--- config.mk ---
export PLATFORM = sky130hd
export DESIGN_NAME = cell_bypass_monitor_top
export DESIGN_NICKNAME = d
export VERILOG_FILES = /design/src/sv/cbm_pkg.sv /design/src/sv/cell_bypass_monitor_top.sv
export SDC_FILE = /design/constraint.sdc
export NUM_CORES = 1
export LEC_CHECK = 0
export ABC_CLOCK_PERIOD_IN_PS = 6820
export CAP_MARGIN = 20
export CORE_UTILIZATION = 64
export CTS_CLUSTER_DIAMETER = 50
export DETAILED_ROUTE_END_ITERATION = 16
export DONT_BUFFER_PORTS = 1
export HOLD_SLACK_MARGIN = 0.06
export PLACE_DENSITY = 0.78
export SLEW_MARGIN = 40
export SYNTH_ARGS = -nofsm -noshare
export SYNTH_HDL_FRONTEND = slang
export SYNTH_SLANG_ARGS = --single-unit
export TNS_END_PERCENT = 1
--- constraint.sdc ---
create_clock -name clk -period 6.82 [get_ports clk]
set_input_delay 1.023 -clock clk [delete_from_list [all_inputs] [get_ports clk]]
set_output_delay 1.023 -clock clk [all_outputs]
set_load 0.01 [all_outputs]
--- src/sv/cbm_pkg.sv ---
`timescale 1ns / 1ps
// ----------------------------------------------------------------------------
// cbm_pkg
// Types and constants shared by the cell bypass monitor: the input and
// result word layouts, channel codes, configuration register indexes and
// reset values.
// ----------------------------------------------------------------------------
package cbm_pkg;

  // Field widths fixed by the converter and the window sum.
  localparam int SAMPLE_W = 10;
  localparam int SUM_W    = 14;
  localparam int CFG_W    = 14;
  localparam int CFG_IDX_W = 3;

  // Default number of cell-voltage samples in the moving window.
  localparam int WINDOW_DEF = 8;

  // Base used when the internal temperature is stored inverted.
  localparam logic [SAMPLE_W-1:0] INVERT_BASE = SAMPLE_W'(1000);

  // Register reset values.
  localparam logic [SUM_W-1:0]    HARD_LIMIT_RST  = '1;
  localparam logic [SUM_W-1:0]    BAL_LEVEL_RST   = '0;
  localparam logic [SAMPLE_W-1:0] TEMP_LIMIT_RST  = '1;
  localparam logic [SAMPLE_W-1:0] SAFETY_CUT_RST  = '1;
  localparam logic [SAMPLE_W-1:0] PROG_LEVEL_RST  = '1;

  // Channel codes carried in the op field.
  typedef enum logic [1:0] {
    OP_CELL     = 2'd0,
    OP_INT_TEMP = 2'd1,
    OP_EXT_TEMP = 2'd2
  } op_t;

  // Configuration register indexes.
  typedef enum logic [CFG_IDX_W-1:0] {
    CFG_HARD_LIMIT = 3'd0,
    CFG_BAL_LEVEL  = 3'd1,
    CFG_TEMP_LIMIT = 3'd2,
    CFG_SAFETY_CUT = 3'd3,
    CFG_PROG_LEVEL = 3'd4,
    CFG_INVERT     = 3'd5
  } cfg_idx_t;

  // Input word.
  typedef struct packed {
    logic [1:0]          op;
    logic [SAMPLE_W-1:0] sample;
  } in_word_t;

  // Result word.
  typedef struct packed {
    logic [SUM_W-1:0]    voltage_sum;
    logic [SAMPLE_W-1:0] internal_temp;
    logic [SAMPLE_W-1:0] external_temp;
    logic                bypass_request;
    logic                overheat;
    logic [15:0]         status_word;
  } out_word_t;

endpackage

--- src/sv/cell_bypass_monitor_top.sv ---
`timescale 1ns / 1ps
// ----------------------------------------------------------------------------
// cell_bypass_monitor_top
// Moving window sum of cell-voltage samples with threshold compares for
// bypass balancing and overheat, plus stored temperature readings.
// ----------------------------------------------------------------------------
// A result word is registered into the output buffer on the clock edge that
// accepts its input word. One word per cycle is accepted while the skid entry
// is empty, as the sample ring and the running sum are updated for each word.
// A two-entry output buffer takes one more input word while a result stalls.
// Synchronous active-low reset clears the ring, sum, readings and registers.
module cell_bypass_monitor_top #(
  parameter int WINDOW = cbm_pkg::WINDOW_DEF
) (
  input  logic                                clk,
  input  logic                                rst_n,
  // Input channel
  input  logic                                in_valid,
  output logic                                in_stall,
  input  cbm_pkg::in_word_t                   in_word,
  // Result channel
  output logic                                out_valid,
  input  logic                                out_stall,
  output cbm_pkg::out_word_t                  out_word,
  // Configuration port
  input  logic                                cfg_we,
  input  logic [cbm_pkg::CFG_IDX_W-1:0]       cfg_index,
  input  logic [cbm_pkg::CFG_W-1:0]           cfg_wdata
);

  import cbm_pkg::*;

  localparam int POS_W  = (WINDOW > 1) ? $clog2(WINDOW) : 1;
  localparam int PROD_W = SAMPLE_W + $clog2(WINDOW + 1);
  localparam int CMP_W  = (PROD_W > SUM_W) ? PROD_W : SUM_W;
  localparam logic [POS_W-1:0] POS_LAST = POS_W'(WINDOW - 1);

  // Configuration registers
  logic [SUM_W-1:0]    hard_limit_r;
  logic [SUM_W-1:0]    bal_level_r;
  logic [SAMPLE_W-1:0] temp_limit_r;
  logic [SAMPLE_W-1:0] safety_cut_r;
  logic [SAMPLE_W-1:0] prog_level_r;
  logic                invert_r;

  // Datapath state
  logic [SAMPLE_W-1:0] ring_r [WINDOW];
  logic [POS_W-1:0]    pos_r, pos_nxt;
  logic [SUM_W-1:0]    total_r, total_nxt;
  logic [SAMPLE_W-1:0] int_temp_r, int_temp_nxt;
  logic [SAMPLE_W-1:0] ext_temp_r, ext_temp_nxt;
  logic                ring_we;

  // Output buffer: main register drives the port, skid catches one more word
  logic      main_valid_r, skid_valid_r;
  out_word_t main_word_r, skid_word_r;
  out_word_t result;

  logic in_acc, out_take;
  logic [CMP_W-1:0] prog_sum;
  logic [CMP_W-1:0] sum_ext;
  logic byp, hot;

  assign in_stall  = skid_valid_r;
  assign in_acc    = in_valid && !skid_valid_r;
  assign out_valid = main_valid_r;
  assign out_word  = main_word_r;
  assign out_take  = main_valid_r && !out_stall;

  // Configuration writes; unknown indexes are ignored.
  always_ff @(posedge clk) begin
    if (!rst_n) begin
      hard_limit_r <= HARD_LIMIT_RST;
      bal_level_r  <= BAL_LEVEL_RST;
      temp_limit_r <= TEMP_LIMIT_RST;
      safety_cut_r <= SAFETY_CUT_RST;
      prog_level_r <= PROG_LEVEL_RST;
      invert_r     <= 1'b0;
    end else if (cfg_we) begin
      unique case (cfg_idx_t'(cfg_index))
        CFG_HARD_LIMIT: hard_limit_r <= cfg_wdata[SUM_W-1:0];
        CFG_BAL_LEVEL:  bal_level_r  <= cfg_wdata[SUM_W-1:0];
        CFG_TEMP_LIMIT: temp_limit_r <= cfg_wdata[SAMPLE_W-1:0];
        CFG_SAFETY_CUT: safety_cut_r <= cfg_wdata[SAMPLE_W-1:0];
        CFG_PROG_LEVEL: prog_level_r <= cfg_wdata[SAMPLE_W-1:0];
        CFG_INVERT:     invert_r     <= cfg_wdata[0];
        default: ;
      endcase
    end
  end

  // Next state for the incoming word, by channel.
  always_comb begin
    pos_nxt      = pos_r;
    total_nxt    = total_r;
    int_temp_nxt = int_temp_r;
    ext_temp_nxt = ext_temp_r;
    ring_we      = 1'b0;
    unique case (op_t'(in_word.op))
      OP_CELL: begin
        ring_we   = 1'b1;
        total_nxt = total_r - SUM_W'(ring_r[pos_r]) + SUM_W'(in_word.sample);
        pos_nxt   = (pos_r == POS_LAST) ? '0 : pos_r + POS_W'(1);
      end
      OP_INT_TEMP: begin
        if (!invert_r) begin
          int_temp_nxt = in_word.sample;
        end else if (in_word.sample > INVERT_BASE) begin
          int_temp_nxt = '0;
        end else begin
          int_temp_nxt = INVERT_BASE - in_word.sample;
        end
      end
      OP_EXT_TEMP: ext_temp_nxt = in_word.sample;
      default: ;
    endcase
  end

  // Threshold compares on the updated state.
  always_comb begin
    prog_sum = CMP_W'(prog_level_r) * CMP_W'(WINDOW);
    sum_ext  = CMP_W'(total_nxt);
    if (sum_ext >= prog_sum) begin
      byp = 1'b0;
    end else if (bal_level_r != '0 && total_nxt > bal_level_r) begin
      byp = 1'b1;
    end else begin
      byp = (total_nxt > hard_limit_r);
    end
    hot = (int_temp_nxt > temp_limit_r) || (int_temp_nxt > safety_cut_r);

    result.voltage_sum    = total_nxt;
    result.internal_temp  = int_temp_nxt;
    result.external_temp  = ext_temp_nxt;
    result.bypass_request = byp;
    result.overheat       = hot;
    result.status_word    = {byp, hot, total_nxt};
  end

  // State update on each accepted word.
  always_ff @(posedge clk) begin
    if (!rst_n) begin
      for (int i = 0; i < WINDOW; i++) begin
        ring_r[i] <= '0;
      end
      pos_r      <= '0;
      total_r    <= '0;
      int_temp_r <= '0;
      ext_temp_r <= '0;
    end else if (in_acc) begin
      if (ring_we) begin
        ring_r[pos_r] <= in_word.sample;
      end
      pos_r      <= pos_nxt;
      total_r    <= total_nxt;
      int_temp_r <= int_temp_nxt;
      ext_temp_r <= ext_temp_nxt;
    end
  end

  // Output buffer control.
  always_ff @(posedge clk) begin
    if (!rst_n) begin
      main_valid_r <= 1'b0;
      skid_valid_r <= 1'b0;
    end else if (skid_valid_r) begin
      if (out_take) begin
        skid_valid_r <= 1'b0;
      end
    end else if (in_acc) begin
      if (main_valid_r && !out_take) begin
        skid_valid_r <= 1'b1;
      end else begin
        main_valid_r <= 1'b1;
      end
    end else if (out_take) begin
      main_valid_r <= 1'b0;
    end
  end

  // Output buffer payload.
  always_ff @(posedge clk) begin
    if (skid_valid_r) begin
      if (out_take) begin
        main_word_r <= skid_word_r;
      end
    end else if (in_acc) begin
      if (main_valid_r && !out_take) begin
        skid_word_r <= result;
      end else begin
        main_word_r <= result;
      end
    end
  end

endmodule

==> results of run 1 <==
-- registers in the layout, indices dropped and copies added (netlist names), named ones only --
signal and cells:
ring_r 80, out_word 36, skid_word_r 36, bal_level_r 14, hard_limit_r 14, total_r 14, ext_temp_r 10, int_temp_r 10
prog_level_r 10, safety_cut_r 10, temp_limit_r 10, pos_r 3, in_stall 1, invert_r 1, out_valid 1
-- area by class of cell --
type	instances	area, sq um	share of cell area
clock buffers	39	793.3	0.05574
clock inverters	13	173.9	0.01222
multi-input cells	782	5769	0.4054
flip-flops and latches	253	6588	0.4629
repair buffers	20	150.1	0.01055
well taps	270	337.8	0.02374
inverters	112	420.4	0.02954
-- stage by stage --
stage / utilization / std cells / setup WS [ns]
global route: 0.7056 / 1489 / 0.8667
global placement: 0.6558 / 1437 / 1.407
detailed placement: 0.6570 / 1437 / 1.352
CTS: 0.7050 / 1489 / 1.305
floorplan: - / 1235 / 1.833
finish: 0.7056 / 1489 / 1.292
-- worst reg2reg max path, cell delays in order (launching register included) --
cell and delay [ns]:
sky130_fd_sc_hd__dfxtp_1 0.33, sky130_fd_sc_hd__buf_4 0.26, sky130_fd_sc_hd__mux4_2 0.54, sky130_fd_sc_hd__mux2_2 0.29
sky130_fd_sc_hd__fa_1 0.48, sky130_fd_sc_hd__inv_1 0.08, sky130_fd_sc_hd__fa_1 0.49, sky130_fd_sc_hd__a211oi_2 0.25
sky130_fd_sc_hd__o211ai_1 0.20, sky130_fd_sc_hd__a41oi_2 0.27, sky130_fd_sc_hd__o21ai_0 0.14, sky130_fd_sc_hd__xnor2_1 0.18
sky130_fd_sc_hd__o21ai_0 0.45, sky130_fd_sc_hd__ha_1 0.36, sky130_fd_sc_hd__a21oi_1 0.16, sky130_fd_sc_hd__nand2_1 0.07
sky130_fd_sc_hd__a221oi_1 0.22, sky130_fd_sc_hd__o21ai_0 0.12, sky130_fd_sc_hd__a31oi_1 0.28, sky130_fd_sc_hd__o41ai_2 0.11
-- cell families after synthesis --
group / Yosys count / share of synthesized area
adders and majority gates: 85 / 0.08674
AOI/OAI and AO/OA: 232 / 0.1201
xor gates and xnor gates: 11 / 0.007339
buffers and inverters: 200 / 0.06320
DFF: 253 / 0.5018
and+or+nand+nor: 380 / 0.1400
muxes: 74 / 0.08083
-- power groups by stage --
stage	clock (mW)	sequential [mW]	combinational [mW]
after floorplan	0	1.79	0.484
after global placement	0	1.81	0.569
after detailed placement	0	1.82	0.585
after CTS	1.57	1.78	0.593
after global routing	1.64	1.79	0.666
final	1.56	1.78	0.601
-- per-layer routing --
layer  vias up  share of wire
met3        67          0.070
met4         0          0.028
met1      4417           0.40
li1       4379              -
met2       368           0.50
met5         -              0
-- cells in the final DEF (no fill, tap or decap), drive strengths merged, types with 10 or more instances in the layout --
cell | Yosys | final
a21boi | 30 | 30
inv | 104 | 107
nor3 | 34 | 34
dfxtp | 101 | 101
clkbuf | 61 | 39
edfxtp | 152 | 152
o31ai | 10 | 10
a21oi | 39 | 39
o211ai | 49 | 49
nand2b | 10 | 10
o21ai | 50 | 50
mux2 | 50 | 50
mux4 | 20 | 20
xnor2 | 10 | 10
clkinv | 8 | 14
nand3 | 25 | 25
fa | 10 | 10
ha | 75 | 75
nor4 | 48 | 48
nand2 | 160 | 160
nor2 | 42 | 42
and2 | 24 | 24
buf | 27 | 20
nor3b | 12 | 12
-- path summary, 6_finish.rpt --
check	start	endpoint	slack, ns	cells past startpoint
hold / removal	int_temp_r[4]	int_temp_r[4]	0.47	2
setup reg to reg	flop	out_word[17]	1.29	19
hold reg to reg	int_temp_r[4]	int_temp_r[4]	0.47	2
setup / recovery	flop	out_word[17]	1.29	19
==> flow_metrics.env, run 1 <==
export IMPL_synth_edff_count=152
export IMPL_global_route_peak_usage_layer="met2"
export IMPL_detail_route_wirelength_microns=30630
export IMPL_post_route_cell_area_sq_um=14230
export IMPL_placedInstanceArea_sq_um=13250
export IMPL_vdd_drop_max_mv=0.2515
export IMPL_finalWorstPathRequiredPeriod_ns=5.528
export IMPL_p_int_mw=2.890
export IMPL_synth_largest_area_cell="sky130_fd_sc_hd__edfxtp_1"
export IMPL_die_height_microns=145.2
export IMPL_sequential_fraction_of_design_power=0.452
export IMPL_synth_cell_area_sq_um=13130
export IMPL_worstHoldPathType="flop to flop"
export IMPL_synth_common_cells="sky130_fd_sc_hd__nand2_1, sky130_fd_sc_hd__edfxtp_1, sky130_fd_sc_hd__inv_1"
export IMPL_timing_setup_tns_ns=0
export IMPL_initial_core_util=0.6508
export IMPL_max_slew_margin=0.4442
export IMPL_required_time_reported_for_the_critical_path_endpoint_ns=7.09
export IMPL_post_dp_hpwl_microns=21190
export IMPL_cts_buffers=28
export IMPL_report_power_total_mw=3.943
export IMPL_design_portCount=88
export IMPL_detailedRoute_firstIterationViolations=730
export IMPL_clock_insertion_delay_worst_skew_ns=0.55
export IMPL_yosys_register_bits=253
export IMPL_power_leakage_nw=5.585
export IMPL_postCtsResizedCells=0
export IMPL_grt_pass1_wl_microns=48880
export IMPL_grt_util_met1=0.3787
export IMPL_cts_hold_fix_buffers=0
export IMPL_num_nets_final=1316
export IMPL_clock_sinks=253
export IMPL_count_of_port_buffers_added_during_placement=0
export IMPL_p_switching_mw=1.053
export IMPL_setup_violations_final=0
export IMPL_drt_first_pass_iters=6
export IMPL_gr_usage_met3=0.04686
export IMPL_synth_top_area_frac=0.3477
export IMPL_final_layout_size_suffix_gt1_frac=0.1321
export IMPL_core_sq_um=20170
export IMPL_post_cts_repair_setup_buffers=0
export IMPL_globalRouteMet2Util=0.5103
export IMPL_setup_skew_ns=0.01881
export IMPL_critical_path_max_stage_delay_ns=0.53
export IMPL_global_route_overflow_total=0
export IMPL_critPathCaptureType="flop"
export IMPL_arrival_worst_endpoint_ns=5.80
export IMPL_die_area_sq_um=21090
export IMPL_critical_path_cell_chain="buf_4, mux4_2, mux2_2, fa_1, inv_1, fa_1, a211oi_2, o211ai_1, a41oi_2, o21ai_0, xnor2_1, o21ai_0, ha_1, a21oi_1, nand2_1, a221oi_1, o21ai_0, a31oi_1, o41ai_2"
export IMPL_synth_warnings=0
export IMPL_wire_per_inst_microns=20.57
export IMPL_hold_violations=0
export IMPL_synth_area_leaders="sky130_fd_sc_hd__edfxtp_1, sky130_fd_sc_hd__dfxtp_1, sky130_fd_sc_hd__ha_1"
export IMPL_cts_max_level=1
export IMPL_vias_per_cell=6.199
export IMPL_async_reset_ff_frac=0
export IMPL_power_frac_clock=0.395
export IMPL_die_w_microns=145.2
export IMPL_crit_slowest_cell="sky130_fd_sc_hd__mux4_2"
export IMPL_antenna_cells=0
export IMPL_post_route_drc_count=0
export IMPL_grt_usage=0.2946
export IMPL_worst_slew_pin_transition_ns=0.8317
export IMPL_power_switching_share=0.2671
export IMPL_max_clock_path_buffers=3
export IMPL_route_vias_total=9231
export IMPL_buffer_and_inverter_count_on_the_worst_path=2
export IMPL_clk_pin_slew_worst_paths_ns=0.06
export IMPL_cap_viol_max_count=0
export IMPL_power_density_nw_per_um2=277.1
export IMPL_maximum_fanout_encountered_on_the_critical_timing_path=11
export IMPL_yosysSeqAreaShare=0.5018
export IMPL_rsz0062_at_grt="no"
export IMPL_netlist_instances=1235
export IMPL_synth_nets=1354
export IMPL_timing_worst_setup_path_type="flop to flop"
export IMPL_postSynthAreaPerCell_sq_um=10.63
export IMPL_num_rows=52
export IMPL_grt_antenna_before_repair=0
export IMPL_maxSlewViolCount=0
export IMPL_yosysMostFrequentCell="sky130_fd_sc_hd__nand2_1"
export IMPL_run_status="completed"
export IMPL_post_synth_num_cell_types=70
export IMPL_timing_critical_path_max_delay_family="compound AO/OA/AOI/OAI gates"
export IMPL_most_frequent_cell_on_the_critical_path="sky130_fd_sc_hd__o21ai_0"
export IMPL_share_comb_of_total_power=0.152
export IMPL_clock_tree_from_tritoncts="yes"
export IMPL_synth_ff_type="sky130_fd_sc_hd__edfxtp_1"
export IMPL_start_kind="flop"
export IMPL_max_freq_mhz=180.9
export IMPL_final_cycle_share=0.8106
export IMPL_grt_max_degree=114
export IMPL_globalplace_congestion=0.9138
export IMPL_layout_filler_cells=1431
export IMPL_remaining_antenna_violation_count_after_routing=0
export IMPL_timing_hold_ws_ns=0.4671
export IMPL_first_global_vias=9196
export IMPL_syn2layout_area_growth_pct=8.426
export IMPL_ctsRootBufferMaster="sky130_fd_sc_hd__clkbuf_16"
(Power assumes the default switching activity.)
==> run 2: changes to the inputs <==
- ABC_CLOCK_PERIOD_IN_PS: 6820 -> 4500
- CORE_UTILIZATION: 64 -> 58
- PLACE_DENSITY: 0.78 -> 0.74
- clock period: 6.82 -> 4.5 ns (I/O delays scaled with it)
==> run 2 against run 1 <==
  * The run now ends with design-rule violations, negative setup slack left
  * Sequential power increased by 52%
  * Global-route usage down 0.80 points
  * Non-clock buffer count grew 73
  * Sequential share of layout area decreased by 2.6 points
  * Sequential cell count is the same
  * Count of clock-buffer cells in the layout decreased by 1
  * First-iteration DRC count grew 20%
  * Register-to-register slack lost 1.7 ns
  * Clock skew decreased by 0.0034 ns
  * Via count grew 3.8%
  * Power rose by 61%
  * Largest cell class unchanged
  * Highest routed layer unchanged
==> flow_metrics.env, run 2 (synthesized netlist as in run 1, its figures left out) <==
export IMPL_detail_route_wirelength_microns=32750
export IMPL_die_area_sq_um=23240
export IMPL_core_sq_um=22030
export IMPL_cts_max_level=1
export IMPL_ctsRootBufferMaster="sky130_fd_sc_hd__clkbuf_16"
export IMPL_power_leakage_nw=6.029
export IMPL_globalplace_congestion=0.9048
export IMPL_die_w_microns=152.4
export IMPL_worst_slew_pin_transition_ns=0.7939
export IMPL_maxSlewViolCount=0
export IMPL_global_route_overflow_total=0
export IMPL_run_status="complete, but fails checks"
export IMPL_first_global_vias=9663
export IMPL_wire_per_inst_microns=20.78
export IMPL_finalWorstPathRequiredPeriod_ns=4.904
export IMPL_rsz0062_at_grt="yes"
export IMPL_syn2layout_area_growth_pct=14.83
export IMPL_timing_worst_setup_path_type="flop to flop"
export IMPL_arrival_worst_endpoint_ns=5.19
export IMPL_grt_antenna_before_repair=0
export IMPL_clock_sinks=253
export IMPL_route_vias_total=9578
export IMPL_regToRegSetupSlack_ns=-0.40
export IMPL_grt_pass1_wl_microns=51870
export IMPL_hold_violations=0
export IMPL_die_height_microns=152.4
export IMPL_most_frequent_standard_cell_in_the_layout_excluding_fill_and_tap_cells="sky130_fd_sc_hd__nand2_1"
export IMPL_timing_setup_tns_ns=-0.8026
export IMPL_timing_hold_ws_ns=0.2688
export IMPL_reg2reg_depth=19
export IMPL_vias_per_cell=6.077
export IMPL_max_clock_path_buffers=3
export IMPL_final_cell_mix="sky130_fd_sc_hd__nand2_1, sky130_fd_sc_hd__edfxtp_1, sky130_fd_sc_hd__inv_1"
export IMPL_grt_max_degree=114
export IMPL_num_rows=54
export IMPL_drt_first_pass_iters=12
export IMPL_post_route_drc_count=4
export IMPL_setup_violations_final=2
export IMPL_cap_viol_max_count=0
export IMPL_r2r_end="out_word[17]"
export IMPL_clk_pin_slew_worst_paths_ns=0.06
export IMPL_worstHoldPathType="input pin to flop"
export IMPL_failed_checks="design-rule violations, negative setup slack"
export IMPL_largest_register_ffs=80
export IMPL_final_layout_size_suffix_gt1_frac=0.1998
export IMPL_design_portCount=88
export IMPL_count_of_port_buffers_added_during_placement=0
export IMPL_max_slew_margin=0.4694
export IMPL_clock_tree_from_tritoncts="yes"
export IMPL_detailedRoute_firstIterationViolations=878
export IMPL_final_setup_worst_slack_ns=-0.4036
export IMPL_start_kind="flop"
export IMPL_maximum_fanout_encountered_on_the_critical_timing_path=7
export IMPL_max_freq_mhz=203.9
export IMPL_critPathCaptureType="flop"
export IMPL_cts_buffers=30
export IMPL_num_nets_final=1391
export IMPL_clock_insertion_delay_worst_skew_ns=0.55
export IMPL_required_time_reported_for_the_critical_path_endpoint_ns=4.79
export IMPL_initial_core_util=0.5959
export IMPL_critPathCapture="out_word[17]"
export IMPL_setup_skew_ns=0.01538
export IMPL_vdd_drop_max_mv=0.3365
export IMPL_remaining_antenna_violation_count_after_routing=0
export IMPL_antenna_cells=0
export IMPL_post_dp_hpwl_microns=23240
export IMPL_grt_usage=0.2866
export IMPL_final_cycle_share=1.090
export IMPL_largest_register="ring_r"
export IMPL_power_density_nw_per_um2=421.9
==> run 2: cell count changes in the layout (fill, tap and decap cells not counted), sizes merged <==
cell and delta:
buf +73, clkbuf -1, clkinv +4, inv +1
==> run 2: metal layers <==
| layer | GRT usage | vias to the layer above | share of wire |
|---|---|---|---|
| li1 | - | 4532 | - |
| met4 | 0.1217 | 0 | 0.044 |
| met5 | 0 | - | 0 |
| met3 | 0.05575 | 94 | 0.075 |
| met1 | 0.3603 | 4560 | 0.40 |
| met2 | 0.4854 | 392 | 0.48 |
==> run 2: worst min-delay path by stage <==
stage	from	end	slack, ns	depth (start not counted)
after floorplan	int_temp_r[4]	int_temp_r[4]	0.44	2
final	cfg_wdata[7]	prog_level_r[7]	0.27	2
after detailed placement	int_temp_r[4]	int_temp_r[4]	0.46	2
after CTS	rst_n	prog_level_r[0]	0.23	1
after global routing	rst_n	prog_level_r[0]	0.23	1
after global placement	int_temp_r[4]	int_temp_r[4]	0.44	2
==> run 2: timing repair <==
action,4_1_cts,5_1_grt
setup buffers,2,1
gates resized for setup,18,11
hold buffers,0,0
pin swaps,10,7
setup endpoints to repair,2,2
==> run 2: stage by stage <==
step | instance area [sq um] | power [mW] | std cells | setup slack [ns] | util
2_1_floorplan | 13170 | 3.462 | 1235 | -0.01676 | -
3_3_place_gp | 13830 | 3.804 | 1517 | -0.3373 | 0.6279
3_5_place_dp | 13850 | 3.841 | 1517 | -0.4936 | 0.6288
4_1_cts | 15010 | 6.345 | 1575 | -0.3764 | 0.6813
5_1_grt | 15070 | 6.603 | 1576 | -0.5837 | 0.6843
6_report | 15070 | 6.359 | 1576 | -0.4036 | 0.6843
==> run 2: power breakdown <==
| group | leakage, nW | total, mW | internal [mW] | switching, mW |
|---|---|---|---|---|
| combinational | 3.17 | 1.18 | 0.543 | 0.640 |
| clock | 0.513 | 2.47 | 1.51 | 0.968 |
| sequential | 2.35 | 2.70 | 2.60 | 0.0988 |
| total | 6.03 | 6.36 | 4.65 | 1.71 |
==> run 2: cell type report <==
cell class	count	area (sq um)
flip-flops and latches	253	6590
clock buffers	38	842.1
multi-input cells	782	5926
fillers	1613	6953
inverters	112	420.4
well taps	280	350.3
repair buffers	93	748.2
clock inverters	18	196.4
==> run 2: worst max-delay path: stages, from the launching register on <==
cell	delay, ns
sky130_fd_sc_hd__dfxtp_4	0.36
sky130_fd_sc_hd__buf_12	0.14
sky130_fd_sc_hd__buf_12	0.11
sky130_fd_sc_hd__mux4_2	0.48
sky130_fd_sc_hd__mux2_2	0.32
sky130_fd_sc_hd__fa_1	0.51
sky130_fd_sc_hd__inv_1	0.06
sky130_fd_sc_hd__ha_1	0.33
sky130_fd_sc_hd__o21ai_1	0.11
sky130_fd_sc_hd__buf_4	0.16
sky130_fd_sc_hd__nor4_4	0.28
sky130_fd_sc_hd__a22oi_2	0.12
sky130_fd_sc_hd__mux2_1	0.35
sky130_fd_sc_hd__nand4_4	0.16
sky130_fd_sc_hd__ha_4	0.23
sky130_fd_sc_hd__a21oi_1	0.13
sky130_fd_sc_hd__o21ai_0	0.16
sky130_fd_sc_hd__o31a_1	0.32
sky130_fd_sc_hd__a31oi_2	0.22
sky130_fd_sc_hd__o41ai_2	0.08
==> run 3: changes to the inputs <==
- CORE_ASPECT_RATIO: default -> 1.25
==> run 3 against run 2 <==
  * The run ends with negative setup slack left
  * Sequential cell count did not move
  * Sequential share of layout area rose by 0.40 points
  * Die area barely moved
  * Wire length fell by 3.4%
  * Critical path depth did not move
  * Non-clock buffer count rose by 1
==> flow_metrics.env, run 3 (synthesized netlist as in run 1, its figures left out) <==
export IMPL_finalWorstPathRequiredPeriod_ns=4.792
export IMPL_worst_slew_pin_transition_ns=0.9350
export IMPL_cap_viol_max_count=0
export IMPL_grt_max_degree=114
export IMPL_antenna_cells=0
export IMPL_num_rows=61
export IMPL_failed_checks="negative setup slack"
export IMPL_maximum_fanout_encountered_on_the_critical_timing_path=9
export IMPL_max_slew_margin=0.3701
export IMPL_drt_first_pass_iters=5
export IMPL_most_frequent_standard_cell_in_the_layout_excluding_fill_and_tap_cells="sky130_fd_sc_hd__nand2_1"
export IMPL_critPathCaptureType="flop"
export IMPL_max_freq_mhz=208.7
export IMPL_core_sq_um=22210
export IMPL_power_leakage_nw=5.955
export IMPL_cts_max_level=1
export IMPL_required_time_reported_for_the_critical_path_endpoint_ns=4.76
export IMPL_rsz0062_at_grt="yes"
export IMPL_most_frequent_cell_on_the_critical_path="sky130_fd_sc_hd__o31a_1"
export IMPL_grt_usage=0.2790
export IMPL_critical_path_cell_chain="buf_12, mux4_2, mux2_4, fa_1, inv_2, fa_2, a211oi_2, o211ai_1, a41oi_2, o21ai_1, xnor2_1, o21ai_2, ha_1, nand4_1, nor2_2, o31a_1, o31a_1, a31oi_4, o41ai_2"
export IMPL_grt_antenna_before_repair=0
export IMPL_run_status="complete, but fails checks"
export IMPL_clock_insertion_delay_worst_skew_ns=0.55
export IMPL_post_route_cell_area_sq_um=14940
export IMPL_clock_sinks=253
export IMPL_initial_core_util=0.5910
export IMPL_maxSlewViolCount=0
export IMPL_critical_path_max_stage_delay_ns=0.50
export IMPL_route_vias_total=9448
export IMPL_post_dp_hpwl_microns=22250
export IMPL_num_nets_final=1388
export IMPL_dp_cells=1520
export IMPL_vdd_drop_max_mv=0.3684
export IMPL_final_setup_worst_slack_ns=-0.2917
export IMPL_setup_violations_final=2
export IMPL_setup_skew_ns=0.03038
export IMPL_die_w_microns=136.6
export IMPL_crit_slowest_cell="sky130_fd_sc_hd__fa_1"
export IMPL_ctsRootBufferMaster="sky130_fd_sc_hd__clkbuf_16"
export IMPL_remaining_antenna_violation_count_after_routing=0
export IMPL_power_density_nw_per_um2=402.4
export IMPL_first_global_vias=9298
export IMPL_final_cell_count_no_fill=1572
export IMPL_cts_buffers=26
export IMPL_vias_per_cell=6.010
export IMPL_post_route_drc_count=0
export IMPL_timing_worst_setup_path_type="flop to flop"
export IMPL_start_kind="flop"
export IMPL_design_portCount=88
export IMPL_die_area_sq_um=23240
export IMPL_detailedRoute_firstIterationViolations=568
export IMPL_worstHoldPathType="input pin to flop"
export IMPL_clk_pin_slew_worst_paths_ns=0.06
export IMPL_timing_setup_tns_ns=-0.5274
export IMPL_largest_register="ring_r"
export IMPL_arrival_worst_endpoint_ns=5.06
export IMPL_wire_per_inst_microns=20.12
export IMPL_grt_pass1_wl_microns=49550
export IMPL_placedInstanceArea_sq_um=13870
export IMPL_detail_route_wirelength_microns=31630
export IMPL_hold_violations=0
export IMPL_syn2layout_area_growth_pct=13.80
export IMPL_count_of_port_buffers_added_during_placement=0
export IMPL_cts_hold_fix_buffers=0
export IMPL_final_layout_size_suffix_gt1_frac=0.1955
export IMPL_final_cycle_share=1.065
export IMPL_report_power_total_mw=6.012
export IMPL_largest_register_ffs=80
export IMPL_global_route_overflow_total=0
export IMPL_clock_tree_from_tritoncts="yes"
export IMPL_max_clock_path_buffers=3
export IMPL_dp_worst_setup_slack_ns=-0.5509
export IMPL_final_cell_mix="sky130_fd_sc_hd__nand2_1, sky130_fd_sc_hd__edfxtp_1, sky130_fd_sc_hd__inv_1"
export IMPL_globalplace_congestion=0.9097
export IMPL_die_height_microns=170.2
-- run 3: cell types whose count changed in the layout (fill, tap and decap cells not counted), moves of 2 or more --
| cell | previous run | this run |
|---|---|---|
| sky130_fd_sc_hd__bufinv_16 | 3 | 0 |
| sky130_fd_sc_hd__mux2_2 | 44 | 39 |
| sky130_fd_sc_hd__o21ai_1 | 9 | 7 |
| sky130_fd_sc_hd__mux2_4 | 5 | 11 |
| sky130_fd_sc_hd__clkinvlp_4 | 1 | 3 |
| sky130_fd_sc_hd__clkbuf_1 | 3 | 8 |
| sky130_fd_sc_hd__clkinv_8 | 0 | 2 |
| sky130_fd_sc_hd__clkinv_4 | 4 | 1 |
| sky130_fd_sc_hd__clkinv_2 | 5 | 1 |
| sky130_fd_sc_hd__o21ai_2 | 4 | 6 |
| sky130_fd_sc_hd__inv_6 | 4 | 0 |
| sky130_fd_sc_hd__clkbuf_16 | 31 | 28 |
-- run 3: per-layer routing --
metal  up-vias  track usage  wire (microns)
met5         -            0               0
met4         0       0.1217            1290
met3        78      0.05422            2085
met2       299       0.4767           15810
met1      4557       0.3399           12440
li1       4514            -               -
-- run 3: cell type report --
cell class,instances,area [sq um]
clock buffer,40,779.5
clock inverter,8,80.08
fill,1648,7272
inverter,112,420.4
multi-input combinational,782,5957
sequential,253,6591
tap,283,354.1
timing repair buffer,94,755.7
-- run 3: repair_timing --
action | in CTS | in global routing
endpoints found under the setup margin | 2 | 2
setup buffers | 3 | 1
cloned | 0 | 0
pin swaps | 17 | 10
gates resized for setup | 28 | 10
-- run 3: final timing paths --
check | to | slack, ns | cells after the start | from
worst max-delay path | out_word[17] | -0.29 | 19 | flop
worst min-delay path | safety_cut_r[1] | 0.27 | 2 | cfg_wdata[1]
worst max register to register | out_word[17] | -0.29 | 19 | flop
worst min register to register | int_temp_r[1] | 0.47 | 2 | int_temp_r[1]
-- run 3: where the power goes --
| group | total (mW) | switching [mW] | leakage, nW | internal (mW) |
|---|---|---|---|---|
| Combinational | 1.18 | 0.620 | 3.20 | 0.558 |
| Clock | 2.13 | 0.922 | 0.409 | 1.21 |
| Sequential | 2.70 | 0.100 | 2.35 | 2.60 |
| Total | 6.01 | 1.64 | 5.96 | 4.37 |
-- run 3: worst max-delay path: cells and delay by family, from the launching register on --
kind                     cells  cell delay [ns]
multiplexers                 2             0.78
buffers and inverters        2             0.19
XOR/XNOR                     1             0.24
AND/OR/NAND/NOR              2             0.22
AO/OA/AOI/OAI                9             1.51
flip-flops                   1             0.37
adder cells (fa/ha/maj)      3             1.24
-- run 3: through the flow --
stage / hold WS [ns] / util
floorplan: 0.4354 / -
global placement: 0.4445 / 0.6235
detailed placement: 0.4572 / 0.6244
CTS: 0.2240 / 0.6695
global route: 0.2519 / 0.6726
finish: 0.2695 / 0.6726
